--- config.mk ---
export PLATFORM = sky130hd
export DESIGN_NAME = telephone_unit_call_state_table_core_flat
export DESIGN_NICKNAME = d
export VERILOG_FILES = /design/src/sv/tcs_pkg.sv /design/src/sv/tcs_if.sv /design/src/sv/tcs_table.sv /design/src/sv/tcs_fifo.sv /design/src/sv/telephone_unit_call_state_table_core.sv /design/src/flat_wrapper.sv
export SDC_FILE = /design/constraint.sdc
export NUM_CORES = 1
export LEC_CHECK = 0
export ABC_CLOCK_PERIOD_IN_PS = 9810
export BUFFER_PORTS_ARGS = -buffer_cell sky130_fd_sc_hd__buf_2
export CAP_MARGIN = 20
export CORE_ASPECT_RATIO = 2
export CORE_MARGIN = 1.5
export CORE_UTILIZATION = 45
export CTS_CLUSTER_DIAMETER = 150
export DETAILED_ROUTE_END_ITERATION = 8
export SYNTH_ARGS = -nofsm -noshare
export SYNTH_HDL_FRONTEND = slang
export SYNTH_HIERARCHICAL = 1
export SYNTH_SLANG_ARGS = --single-unit
--- constraint.sdc ---
create_clock -name clock -period 9.81 [get_ports clock]
set_clock_uncertainty 0.2 [all_clocks]
set_input_delay 2.943 -clock clock [delete_from_list [all_inputs] [get_ports clock]]
set_output_delay 2.943 -clock clock [all_outputs]
set_load 0.02 [all_outputs]
--- src/sv/tcs_pkg.sv ---
`timescale 1ns / 1ps

package tcs_pkg;

   localparam int NUM_UNITS  = 16;
   localparam int UNIT_W     = 4;
   localparam int FIFO_DEPTH = 4;
   localparam int PTR_W      = $clog2(FIFO_DEPTH);
   localparam int CNT_W      = $clog2(FIFO_DEPTH + 1);

   typedef enum logic [1:0] {
      OP_PICKUP = 2'd0,
      OP_HANGUP = 2'd1,
      OP_DIAL   = 2'd2,
      OP_CHAT   = 2'd3
   } op_type;

   typedef enum logic [2:0] {
      ST_ON_HOOK   = 3'd0,
      ST_RINGING   = 3'd1,
      ST_DIAL_TONE = 3'd2,
      ST_RING_BACK = 3'd3,
      ST_BUSY      = 3'd4,
      ST_CONNECTED = 3'd5,
      ST_ERROR     = 3'd6
   } call_state_type;

   typedef struct packed {
      call_state_type     state;
      logic               linked;
      logic [UNIT_W-1:0]  idx;
   } entry_type;

   typedef struct packed {
      logic               we_state;
      call_state_type     state;
      logic               we_link;
      logic               linked;
      logic [UNIT_W-1:0]  idx;
      logic [UNIT_W-1:0]  addr;
   } wr_type;

   typedef struct packed {
      logic [3:0] notify_unit;
      logic [2:0] notify_state;
      logic       status;
      logic       last;
   } rsp_item_type;

endpackage

--- src/sv/tcs_if.sv ---
`timescale 1ns / 1ps

interface tcs_req_if;
   logic       valid;
   logic       ready;
   logic [1:0] op;
   logic [3:0] unit;
   logic [3:0] target;
   logic       target_found;

   modport source (output valid, output op, output unit, output target,
                   output target_found, input ready);
   modport sink   (input valid, input op, input unit, input target,
                   input target_found, output ready);
endinterface

interface tcs_rsp_if;
   logic       valid;
   logic       ready;
   logic [3:0] notify_unit;
   logic [2:0] notify_state;
   logic       status;
   logic       last;

   modport source (output valid, output notify_unit, output notify_state,
                   output status, output last, input ready);
   modport sink   (input valid, input notify_unit, input notify_state,
                   input status, input last, output ready);
endinterface

--- src/sv/tcs_table.sv ---
`timescale 1ns / 1ps

module tcs_table (
   input  logic                          clock,
   input  logic                          reset,
   input  logic [tcs_pkg::UNIT_W-1:0]    rd_a_addr,
   input  logic [tcs_pkg::UNIT_W-1:0]    rd_b_addr,
   output tcs_pkg::entry_type            rd_a,
   output tcs_pkg::entry_type            rd_b,
   input  tcs_pkg::wr_type               wr_a,
   input  tcs_pkg::wr_type               wr_b
);

   tcs_pkg::entry_type tab_ff [tcs_pkg::NUM_UNITS];
   tcs_pkg::entry_type tab_in [tcs_pkg::NUM_UNITS];

   assign rd_a = tab_ff[rd_a_addr];
   assign rd_b = tab_ff[rd_b_addr];

   // peer write first, own unit write wins
   always_comb begin
      tab_in = tab_ff;
      if (wr_b.we_state) begin
         tab_in[wr_b.addr].state = wr_b.state;
      end
      if (wr_b.we_link) begin
         tab_in[wr_b.addr].linked = wr_b.linked;
         tab_in[wr_b.addr].idx    = wr_b.idx;
      end
      if (wr_a.we_state) begin
         tab_in[wr_a.addr].state = wr_a.state;
      end
      if (wr_a.we_link) begin
         tab_in[wr_a.addr].linked = wr_a.linked;
         tab_in[wr_a.addr].idx    = wr_a.idx;
      end
   end

   always_ff @(posedge clock) begin
      if (reset) begin
         for (int i = 0; i < tcs_pkg::NUM_UNITS; i++) begin
            tab_ff[i] <= '{state: tcs_pkg::ST_ON_HOOK, linked: 1'b0, idx: '0};
         end
      end else begin
         tab_ff <= tab_in;
      end
   end

endmodule

--- src/sv/tcs_fifo.sv ---
`timescale 1ns / 1ps

module tcs_fifo (
   input  logic                  clock,
   input  logic                  reset,
   input  logic                  push0_valid,
   input  tcs_pkg::rsp_item_type push0,
   input  logic                  push1_valid,
   input  tcs_pkg::rsp_item_type push1,
   output logic                  room,
   tcs_rsp_if.source             rsp
);

   tcs_pkg::rsp_item_type        mem_ff [tcs_pkg::FIFO_DEPTH];
   logic [tcs_pkg::CNT_W-1:0]    count_ff, count_in;
   logic [tcs_pkg::PTR_W-1:0]    head_ff, head_in;
   logic [tcs_pkg::PTR_W-1:0]    tail, tail1;
   logic                         pop;
   tcs_pkg::rsp_item_type        head_item;

   assign pop       = rsp.valid && rsp.ready;
   assign room      = count_ff <= tcs_pkg::CNT_W'(tcs_pkg::FIFO_DEPTH - 2);
   assign tail      = head_ff + count_ff[tcs_pkg::PTR_W-1:0];
   assign tail1     = push0_valid ? tail + tcs_pkg::PTR_W'(1) : tail;
   assign head_item = mem_ff[head_ff];

   assign rsp.valid        = count_ff != '0;
   assign rsp.notify_unit  = head_item.notify_unit;
   assign rsp.notify_state = head_item.notify_state;
   assign rsp.status       = head_item.status;
   assign rsp.last         = head_item.last;

   always_comb begin
      head_in  = pop ? head_ff + tcs_pkg::PTR_W'(1) : head_ff;
      count_in = count_ff - tcs_pkg::CNT_W'(pop) + tcs_pkg::CNT_W'(push0_valid)
                 + tcs_pkg::CNT_W'(push1_valid);
   end

   always_ff @(posedge clock) begin
      if (reset) begin
         count_ff <= '0;
         head_ff  <= '0;
      end else begin
         count_ff <= count_in;
         head_ff  <= head_in;
      end
   end

   always_ff @(posedge clock) begin
      if (push0_valid) begin
         mem_ff[tail] <= push0;
      end
      if (push1_valid) begin
         mem_ff[tail1] <= push1;
      end
   end

   a_count_bound: assert property (@(posedge clock) disable iff (reset)
      count_ff <= tcs_pkg::CNT_W'(tcs_pkg::FIFO_DEPTH))
      else $error("result queue overfilled");

   a_push_room: assert property (@(posedge clock) disable iff (reset)
      (push0_valid || push1_valid) |-> room)
      else $error("push without room");

   a_pop_count: assert property (@(posedge clock) disable iff (reset)
      (pop && !push0_valid && !push1_valid) |=>
         count_ff == $past(count_ff) - tcs_pkg::CNT_W'(1))
      else $error("pop did not drain one item");

endmodule

--- src/sv/telephone_unit_call_state_table_core.sv ---
`timescale 1ns / 1ps

// Call state table for sixteen telephone units. Each request item is one
// event (pickup, hangup, dial, chat) for one unit; the block answers with
// the changed peer state first, if any, then the unit's own state with
// last set. An item is taken into an input register and resolved, once
// the queue has room, against a flip-flop register file, its one or two
// notifications going into a four-entry result queue that feeds the
// result channel. A new item is taken every cycle while the queue has
// room for two notifications; since the result channel drains one
// notification a cycle while the consumer is ready, events with two
// notifications are taken more slowly than that, all others one a cycle.
// Reset clears every unit to on hook with no peer.
module telephone_unit_call_state_table_core (
   input  logic      clock,
   input  logic      reset,
   tcs_req_if.sink   req,
   tcs_rsp_if.source rsp
);

   localparam logic [tcs_pkg::UNIT_W:0] NUM_LIM = (tcs_pkg::UNIT_W+1)'(tcs_pkg::NUM_UNITS);

   logic                        in_valid_ff, in_valid_in;
   tcs_pkg::op_type             op_ff;
   logic [tcs_pkg::UNIT_W-1:0]  unit_ff, target_ff;
   logic                        found_ff;

   logic                        accept, fire, room, unit_ok, peer_ok, target_ok;
   tcs_pkg::entry_type          own, tgt;
   tcs_pkg::wr_type             wr_a, wr_b;
   logic                        r0_valid;
   tcs_pkg::rsp_item_type       r0, r1;
   tcs_pkg::call_state_type     own_new;

   assign accept      = req.valid && req.ready;
   assign fire        = in_valid_ff && room;
   assign req.ready   = !in_valid_ff || fire;
   assign in_valid_in = accept ? 1'b1 : (fire ? 1'b0 : in_valid_ff);

   always_ff @(posedge clock) begin
      if (reset) begin
         in_valid_ff <= 1'b0;
      end else begin
         in_valid_ff <= in_valid_in;
      end
   end

   always_ff @(posedge clock) begin
      if (accept) begin
         op_ff     <= tcs_pkg::op_type'(req.op);
         unit_ff   <= req.unit;
         target_ff <= req.target;
         found_ff  <= req.target_found;
      end
   end

   tcs_table u_table (
      .clock     (clock),
      .reset     (reset),
      .rd_a_addr (unit_ff),
      .rd_b_addr (target_ff),
      .rd_a      (own),
      .rd_b      (tgt),
      .wr_a      (wr_a),
      .wr_b      (wr_b)
   );

   assign unit_ok   = {1'b0, unit_ff} < NUM_LIM;
   assign target_ok = {1'b0, target_ff} < NUM_LIM;
   assign peer_ok   = own.linked && ({1'b0, own.idx} < NUM_LIM);

   always_comb begin
      wr_a     = '{we_state: 1'b0, state: tcs_pkg::ST_ON_HOOK, we_link: 1'b0,
                   linked: 1'b0, idx: '0, addr: unit_ff};
      wr_b     = '{we_state: 1'b0, state: tcs_pkg::ST_ON_HOOK, we_link: 1'b0,
                   linked: 1'b0, idx: '0, addr: own.idx};
      r0_valid = 1'b0;
      r0       = '0;
      r1       = '0;
      own_new  = own.state;
      case (op_ff)
         tcs_pkg::OP_PICKUP: begin
            if (own.state == tcs_pkg::ST_ON_HOOK) begin
               own_new = tcs_pkg::ST_DIAL_TONE;
            end else if (own.state == tcs_pkg::ST_RINGING) begin
               own_new = tcs_pkg::ST_CONNECTED;
               if (peer_ok) begin
                  wr_b.we_state = 1'b1;
                  wr_b.state    = tcs_pkg::ST_CONNECTED;
                  r0_valid      = 1'b1;
               end
            end
         end
         tcs_pkg::OP_HANGUP: begin
            own_new = tcs_pkg::ST_ON_HOOK;
            if (own.state inside {tcs_pkg::ST_CONNECTED, tcs_pkg::ST_RINGING,
                                  tcs_pkg::ST_RING_BACK}) begin
               wr_a.we_link = 1'b1;
               if (peer_ok) begin
                  wr_b.we_state = 1'b1;
                  wr_b.state    = (own.state == tcs_pkg::ST_RING_BACK) ?
                                  tcs_pkg::ST_ON_HOOK : tcs_pkg::ST_DIAL_TONE;
                  wr_b.we_link  = 1'b1;
                  r0_valid      = 1'b1;
               end
            end
         end
         tcs_pkg::OP_DIAL: begin
            if (own.state == tcs_pkg::ST_DIAL_TONE) begin
               if (!found_ff || !target_ok) begin
                  own_new = tcs_pkg::ST_ERROR;
               end else if (target_ff == unit_ff || tgt.linked ||
                            tgt.state != tcs_pkg::ST_ON_HOOK) begin
                  own_new = tcs_pkg::ST_BUSY;
               end else begin
                  own_new       = tcs_pkg::ST_RING_BACK;
                  wr_a.we_link  = 1'b1;
                  wr_a.linked   = 1'b1;
                  wr_a.idx      = target_ff;
                  wr_b.addr     = target_ff;
                  wr_b.we_state = 1'b1;
                  wr_b.state    = tcs_pkg::ST_RINGING;
                  wr_b.we_link  = 1'b1;
                  wr_b.linked   = 1'b1;
                  wr_b.idx      = unit_ff;
                  r0_valid      = 1'b1;
               end
            end
         end
         tcs_pkg::OP_CHAT: begin
            r1.status = own.state != tcs_pkg::ST_CONNECTED;
         end
         default: begin
            own_new = own.state;
         end
      endcase
      wr_a.we_state = own_new != own.state;
      wr_a.state    = own_new;
      r0.notify_unit  = 4'(wr_b.addr);
      r0.notify_state = wr_b.state;
      r1.notify_unit  = 4'(unit_ff);
      r1.notify_state = own_new;
      r1.last         = 1'b1;
      if (!(fire && unit_ok)) begin
         wr_a.we_state = 1'b0;
         wr_a.we_link  = 1'b0;
         wr_b.we_state = 1'b0;
         wr_b.we_link  = 1'b0;
         r0_valid      = 1'b0;
      end
   end

   tcs_fifo u_fifo (
      .clock       (clock),
      .reset       (reset),
      .push0_valid (r0_valid),
      .push0       (r0),
      .push1_valid (fire && unit_ok),
      .push1       (r1),
      .room        (room),
      .rsp         (rsp)
   );

   a_peer_not_self: assert property (@(posedge clock) disable iff (reset)
      r0_valid |-> (r0.notify_unit != 4'(unit_ff)))
      else $error("peer notification names the acting unit");

   a_hold_input: assert property (@(posedge clock) disable iff (reset)
      fire |=> (!in_valid_ff || $past(accept)))
      else $error("input register kept a resolved item");

endmodule
--- src/flat_wrapper.sv ---
// flat-port wrapper written by rule: the top's interface ports become plain ports
module telephone_unit_call_state_table_core_flat 
  (clock, reset, req_valid, req_op, req_unit, req_target, req_target_found, req_ready, rsp_valid, rsp_notify_unit, rsp_notify_state, rsp_status, rsp_last, rsp_ready);
  tcs_req_if req_i ();
  tcs_rsp_if rsp_i ();
  input  logic clock;
  input  logic reset;
  input wire logic [$bits(req_i.valid)-1:0] req_valid;
  input wire logic [$bits(req_i.op)-1:0] req_op;
  input wire logic [$bits(req_i.unit)-1:0] req_unit;
  input wire logic [$bits(req_i.target)-1:0] req_target;
  input wire logic [$bits(req_i.target_found)-1:0] req_target_found;
  output wire logic [$bits(req_i.ready)-1:0] req_ready;
  output wire logic [$bits(rsp_i.valid)-1:0] rsp_valid;
  output wire logic [$bits(rsp_i.notify_unit)-1:0] rsp_notify_unit;
  output wire logic [$bits(rsp_i.notify_state)-1:0] rsp_notify_state;
  output wire logic [$bits(rsp_i.status)-1:0] rsp_status;
  output wire logic [$bits(rsp_i.last)-1:0] rsp_last;
  input wire logic [$bits(rsp_i.ready)-1:0] rsp_ready;
  assign req_i.valid = req_valid;
  assign req_i.op = req_op;
  assign req_i.unit = req_unit;
  assign req_i.target = req_target;
  assign req_i.target_found = req_target_found;
  assign req_ready = req_i.ready;
  assign rsp_valid = rsp_i.valid;
  assign rsp_notify_unit = rsp_i.notify_unit;
  assign rsp_notify_state = rsp_i.notify_state;
  assign rsp_status = rsp_i.status;
  assign rsp_last = rsp_i.last;
  assign rsp_i.ready = rsp_ready;
  telephone_unit_call_state_table_core u_core (.clock(clock), .reset(reset), .req(req_i), .rsp(rsp_i));
endmodule
==> impl_metrics.toml, run 1 <==
[synthesis]
syn_area_per_cell_um2 = 9.580
syn_area_um2 = 11430
ys.warnings.count = 6
synth_cells = 1193

[detailed_routing]
drt_iter0_drc = 1358
vias_per_cell = 7.248
wl_per_cell_um = 29.64
first_pass_iters = 6
drt_wl_total_um = 42950
route.detailed.drc = 0
drtAntennaViolNets = 0
vias = 10500

[sta]
final.min_clock_period_ns = 5.619
finalCritPeriodShare = 0.5728
finalSetupTns_ns = 0
worst_hold_slack_ns = 0.3121
finalHoldViolations = 0
tightest_slew_ns = 1.208
max_freq_ghz = 0.1780
setup_slack_ns = 4.191
drv_slew = 0
slew_headroom = 0.1948
finalSetupViolations = 0
rsz0062_at_grt = "false"

[cts]
htree_num_levels = 4
cts_tree = "built"
clock_latency_ns = 0.45
cts-root-buf = "clkbuf_16"
clkSinkCount = 183
clock_path_buffers = 2
postCtsSetupBuffers = 0
clk_pin_slew_ns = 0.07
cts-resized-gates = 0
cts_made_buffers = 17
cts-hold-fix-buffers = 0

[placed_design]
numPortBuffers = 25
pre_cts_slack_ns = 4.298
dpl_cell_area_um2 = 11320
gp_congestion = 0.9505
dp_hpwl_um = 27620
placed_cells = 1417

[grt]
grt_pass1_vias = 10350
grt_pass1_wl_um = 64650
grt_usage = 0.3297
grt_overflow = 0
antenna_found_initial = 1
grt_max_degree = 85

[setup_path]
reg2reg_to = "u_core/u_table/tab_ff[95]$_SDFF_PP0_"
worstRegToRegCells = 10
critical_path_required_ns = 9.96
r2r-start = "u_core/target_ff[0]$_DFFE_PP_"
cp.arrival_ns = 5.77
critPathKind = "reg2reg"
start_kind = "register"
path_cells = "mux4_1 -> a22oi_1 -> nand2_1 -> nor4_4 -> and4_1 -> and3_2 -> a21o_1 -> or2_2 -> o21ai_0 -> a311oi_1"
reg2reg_slack_ns = 4.19
cpPeakStageDelay_ns = 1.05
crit_slowest_cell = "edfxtp_1"
cp_max_fo = 32
endpoint_kind = "register"

[die]
die_h_um = 228.4
dieArea_um2 = 26420
ios = 26
core_um2 = 25030
die_x_um = 115.7
start_util = 0.4565
rows = 82

[pwr]
powerDensity_nw_per_um2 = 163.1
max-vdd-ir-drop_mv = 0.1151
total_power_mw = 1.944
p_leak_nw = 3.730

[worst_hold_path]
holdPathEnd = "u_core/u_table/tab_ff[49]$_SDFF_PP0_"
hold_class = "reg2reg"
min_path_cells = 2
worstHoldStart = "u_core/u_table/tab_ff[49]$_SDFF_PP0_"

[finish]
num_antenna_cells = 0
area_growth_pct = 4.259
utilization = 0.4760
drive_above_1_share = 0.1662
layoutNonFillerInstCount = 1449
post-route-cell-area_um2 = 11920
layout.nets = 1129

[flow_run]
cap_violations = 0

[run_status]
status = "finished clean"
==> cells in the final DEF, fill, tap and decap left out, types with 4 or more instances in the layout <==
cell type and instances:
dfxtp_1 136, nand3_1 133, nor3_1 131, a311oi_1 128
o21ai_0 127, nand2_1 56, edfxtp_1 47, mux4_2 43
mux2_2 35, buf_2 24, a22oi_1 24, clkbuf_16 17
buf_4 16, inv_1 13, ha_1 12, conb_1 12
mux4_1 12, nor2_1 11, and3_2 9, a21o_1 8
nor2b_1 8, and3b_1 8, nand3b_1 8, xnor2_1 6
nand2b_1 5, and2_1 5, and3_1 5, inv_6 4
nor3b_2 4, a21oi_1 4
==> registers in the layout (all words and copies together) (netlist names), named ones only <==
| signal | cells |
|---|---|
| u_core/op_ff | 2 |
| u_core/u_fifo/mem_ff | 36 |
| u_core/in_valid_ff | 1 |
| u_core/u_fifo/head_ff | 2 |
| u_core/found_ff | 1 |
| u_core/target_ff | 4 |
| u_core/unit_ff | 4 |
| u_core/u_table/tab_ff | 128 |
| u_core/u_fifo/count_ff | 3 |
==> critical path: cells and delay by family, from the launching register on <==
kind / cells / cell delay [ns]
AOI/OAI and AO/OA: 4 / 1.32
DFF: 1 / 1.05
muxes: 1 / 0.71
and+or+nand+nor: 5 / 2.18
==> where the power goes <==
| group | switching, mW | internal, mW |
|---|---|---|
| Clock | 0.333 | 0.383 |
| Sequential | 0.0537 | 0.818 |
| Combinational | 0.220 | 0.137 |
| Total | 0.606 | 1.34 |
==> layer usage <==
metal  share of wire  global-route usage  up-vias  wire length, um
met5         0.00030                   0        -               13
met4           0.098              0.2782        2             4195
met3           0.075             0.05542      199             3217
met2            0.51              0.5562      712            21730
met1            0.32              0.3489     5131            13790
li1                -                   -     4459                -
==> worst max path at each step <==
stage,start,to,cells after the start,slack (ns)
after floorplan,rsp_ready,u_core/u_fifo/count_ff[2]$_SDFF_PP0_,7,5.20
after global placement,u_core/target_ff[0]$_DFFE_PP_,u_core/u_table/tab_ff[95]$_SDFF_PP0_,10,4.26
after detailed placement,u_core/target_ff[0]$_DFFE_PP_,u_core/u_table/tab_ff[95]$_SDFF_PP0_,10,4.30
after CTS,u_core/target_ff[0]$_DFFE_PP_,u_core/u_table/tab_ff[95]$_SDFF_PP0_,10,4.29
after global routing,u_core/target_ff[0]$_DFFE_PP_,u_core/u_table/tab_ff[20]$_SDFF_PP0_,10,3.91
final,u_core/target_ff[0]$_DFFE_PP_,u_core/u_table/tab_ff[95]$_SDFF_PP0_,10,4.19
==> cell type report <==
| cell class | count | area [um^2] |
|---|---|---|
| Multi-Input combinational cell | 845 | 6479 |
| Fill cell | 2393 | 13120 |
| Sequential cell | 183 | 4134 |
| Timing Repair Buffer | 40 | 240.2 |
| Clock inverter | 15 | 167.7 |
| Inverter | 13 | 48.80 |
| Clock buffer | 17 | 425.4 |
| Tap cell | 336 | 420.4 |
Power figures use the tool's default switching activity.
==> inputs of run 2 (changes only) <==
- ABC_CLOCK_PERIOD_IN_PS: 9810 -> 4760
- clock period: 9.81 -> 4.76 ns (I/O delays scaled with it)
==> run 2 against run 1 <==
  * Critical path depth up 1
  * Utilization up 1.5 points
  * Die area unchanged
  * Total power up 110%
  * Clock-buffer cell count up 6
  * Cell area up 3.1%
  * Critical path type unchanged
==> impl_metrics.toml, run 2 (same netlist as run 1, synthesis figures left out) <==
[run_status]
status = "finished clean"

[die]
rows = 82
die_x_um = 115.7
die_h_um = 228.4
core_um2 = 25030
dieArea_um2 = 26420
start_util = 0.4565
ios = 26

[finish]
regMostFlops = "u_core/u_table/tab_ff"
drive_above_1_share = 0.1937
area_growth_pct = 7.543
final_cell_mix = "dfxtp_1 (136), nand3_1 (132), nor3_1 (131)"
layout.nets = 1168
layout_commonest_cell = "dfxtp_1"
nFillCells = 2372
num_antenna_cells = 0
largest_reg_flops = 128
biggestRegsByFlops = "u_core/u_table/tab_ff: 128 flops, u_core/u_fifo/mem_ff: 36 flops"

[setup_path]
cp_max_fo = 29
cp.arrival_ns = 4.66
start_kind = "register"
critPathKind = "reg2reg"
endpoint_kind = "register"
critical_path_required_ns = 4.89

[grt]
grt_max_degree = 77
grt_pass1_wl_um = 63790
grt_overflow = 0
grt_pass1_vias = 10420
grt_usage = 0.3250
antenna_found_initial = 0

[cts]
clk_pin_slew_ns = 0.07
clkSinkCount = 183
cts_made_buffers = 17
clock_path_buffers = 2
cts-resized-gates = 0
htree_num_levels = 4
cts-hold-fix-buffers = 0
cts_tree = "built"
clock_latency_ns = 0.46
postCtsSetupBuffers = 0
cts-root-buf = "clkbuf_16"

[sta]
finalSetupViolations = 0
final.min_clock_period_ns = 4.522
max_freq_ghz = 0.2211
finalCritPeriodShare = 0.9501
finalSetupTns_ns = 0
worst_hold_slack_ns = 0.3113
drv_slew = 0
rsz0062_at_grt = "false"
finalHoldViolations = 0
tightest_slew_ns = 1.086
slew_headroom = 0.2759

[detailed_routing]
first_pass_iters = 5
drt_wl_total_um = 42900
drt_iter0_drc = 1260
vias_per_cell = 7.168
drtAntennaViolNets = 0
wl_per_cell_um = 28.85
route.detailed.drc = 0
vias = 10660

[placed_design]
dp_hpwl_um = 27550
numPortBuffers = 25
gp_congestion = 0.9208

[pwr]
p_leak_nw = 3.949
max-vdd-ir-drop_mv = 0.2723
powerDensity_nw_per_um2 = 324.9
total_power_mw = 3.993

[flow_run]
cap_violations = 0

[worst_hold_path]
hold_class = "reg2reg"
run 2: cell count changes in the layout (fill, tap and decap cells not counted), sizes merged:
cell | previous run | this run
clkbuf | 17 | 23
buf | 40 | 78
nand3b | 8 | 9
inv | 20 | 13
run 2: path summary, 6_finish.rpt:
check,start,endpoint,slack (ns),cells past startpoint
max,u_core/unit_ff[0]$_DFFE_PP_,u_core/u_table/tab_ff[98]$_SDFF_PP0_,0.24,11
max reg2reg,u_core/unit_ff[0]$_DFFE_PP_,u_core/u_table/tab_ff[98]$_SDFF_PP0_,0.24,11
min reg2reg,u_core/u_table/tab_ff[26]$_SDFF_PP0_,u_core/u_table/tab_ff[26]$_SDFF_PP0_,0.31,2
min,u_core/u_table/tab_ff[26]$_SDFF_PP0_,u_core/u_table/tab_ff[26]$_SDFF_PP0_,0.31,2
run 2: critical path: stages (launching register included):
cell and delay [ns]:
edfxtp_1 0.37, buf_12 0.23, mux4_4 0.68, a22oi_1 0.21
nand2_1 0.11, nor3b_2 0.19, and4_1 0.29, nand2_4 0.12
a21oi_1 0.84, or3b_2 0.73, o21ai_0 0.27, a311oi_1 0.11
run 2: stage by stage:
| step | cells | utilization | setup slack [ns] | instance area [um^2] |
|---|---|---|---|---|
| 5_1_grt | 1487 | 0.4910 | 0.09658 | 12290 |
| 3_5_place_dp | 1455 | 0.4672 | 0.3583 | 11700 |
| 3_3_place_gp | 1455 | 0.4672 | 0.3971 | 11700 |
| 6_report | 1487 | 0.4910 | 0.2376 | 12290 |
| 4_1_cts | 1486 | 0.4904 | 0.3149 | 12280 |
| 2_1_floorplan | 1203 | - | 0.3930 | 11470 |
run 2: final cells by class:
class                   instances  area (um^2)  area share
inverters                      13        48.80    0.003970
flip-flops and latches        183         4134      0.3364
repair buffers                 78        613.1     0.04988
well taps                     336        420.4     0.03421
clock buffers                  23        481.7     0.03919
multi-input cells             846         6492      0.5283
clock inverters                 8        100.1    0.008144
run 2: routing by layer:
metal | vias up | GRT usage | wire length [um]
met2 | 709 | 0.5401 | 21370
met3 | 219 | 0.06815 | 3528
met5 | - | 0 | 0
met4 | 0 | 0.2668 | 3908
met1 | 5197 | 0.3461 | 14100
li1 | 4534 | - | -
run 2: power by group:
| part | leakage [nW] | switching [mW] | internal (mW) | total [mW] |
|---|---|---|---|---|
| registers | 1.53 | 0.0743 | 1.68 | 1.76 |
| clock network | 0.286 | 0.647 | 0.817 | 1.46 |
| logic | 2.13 | 0.468 | 0.303 | 0.770 |
| total | 3.95 | 1.19 | 2.80 | 3.99 |
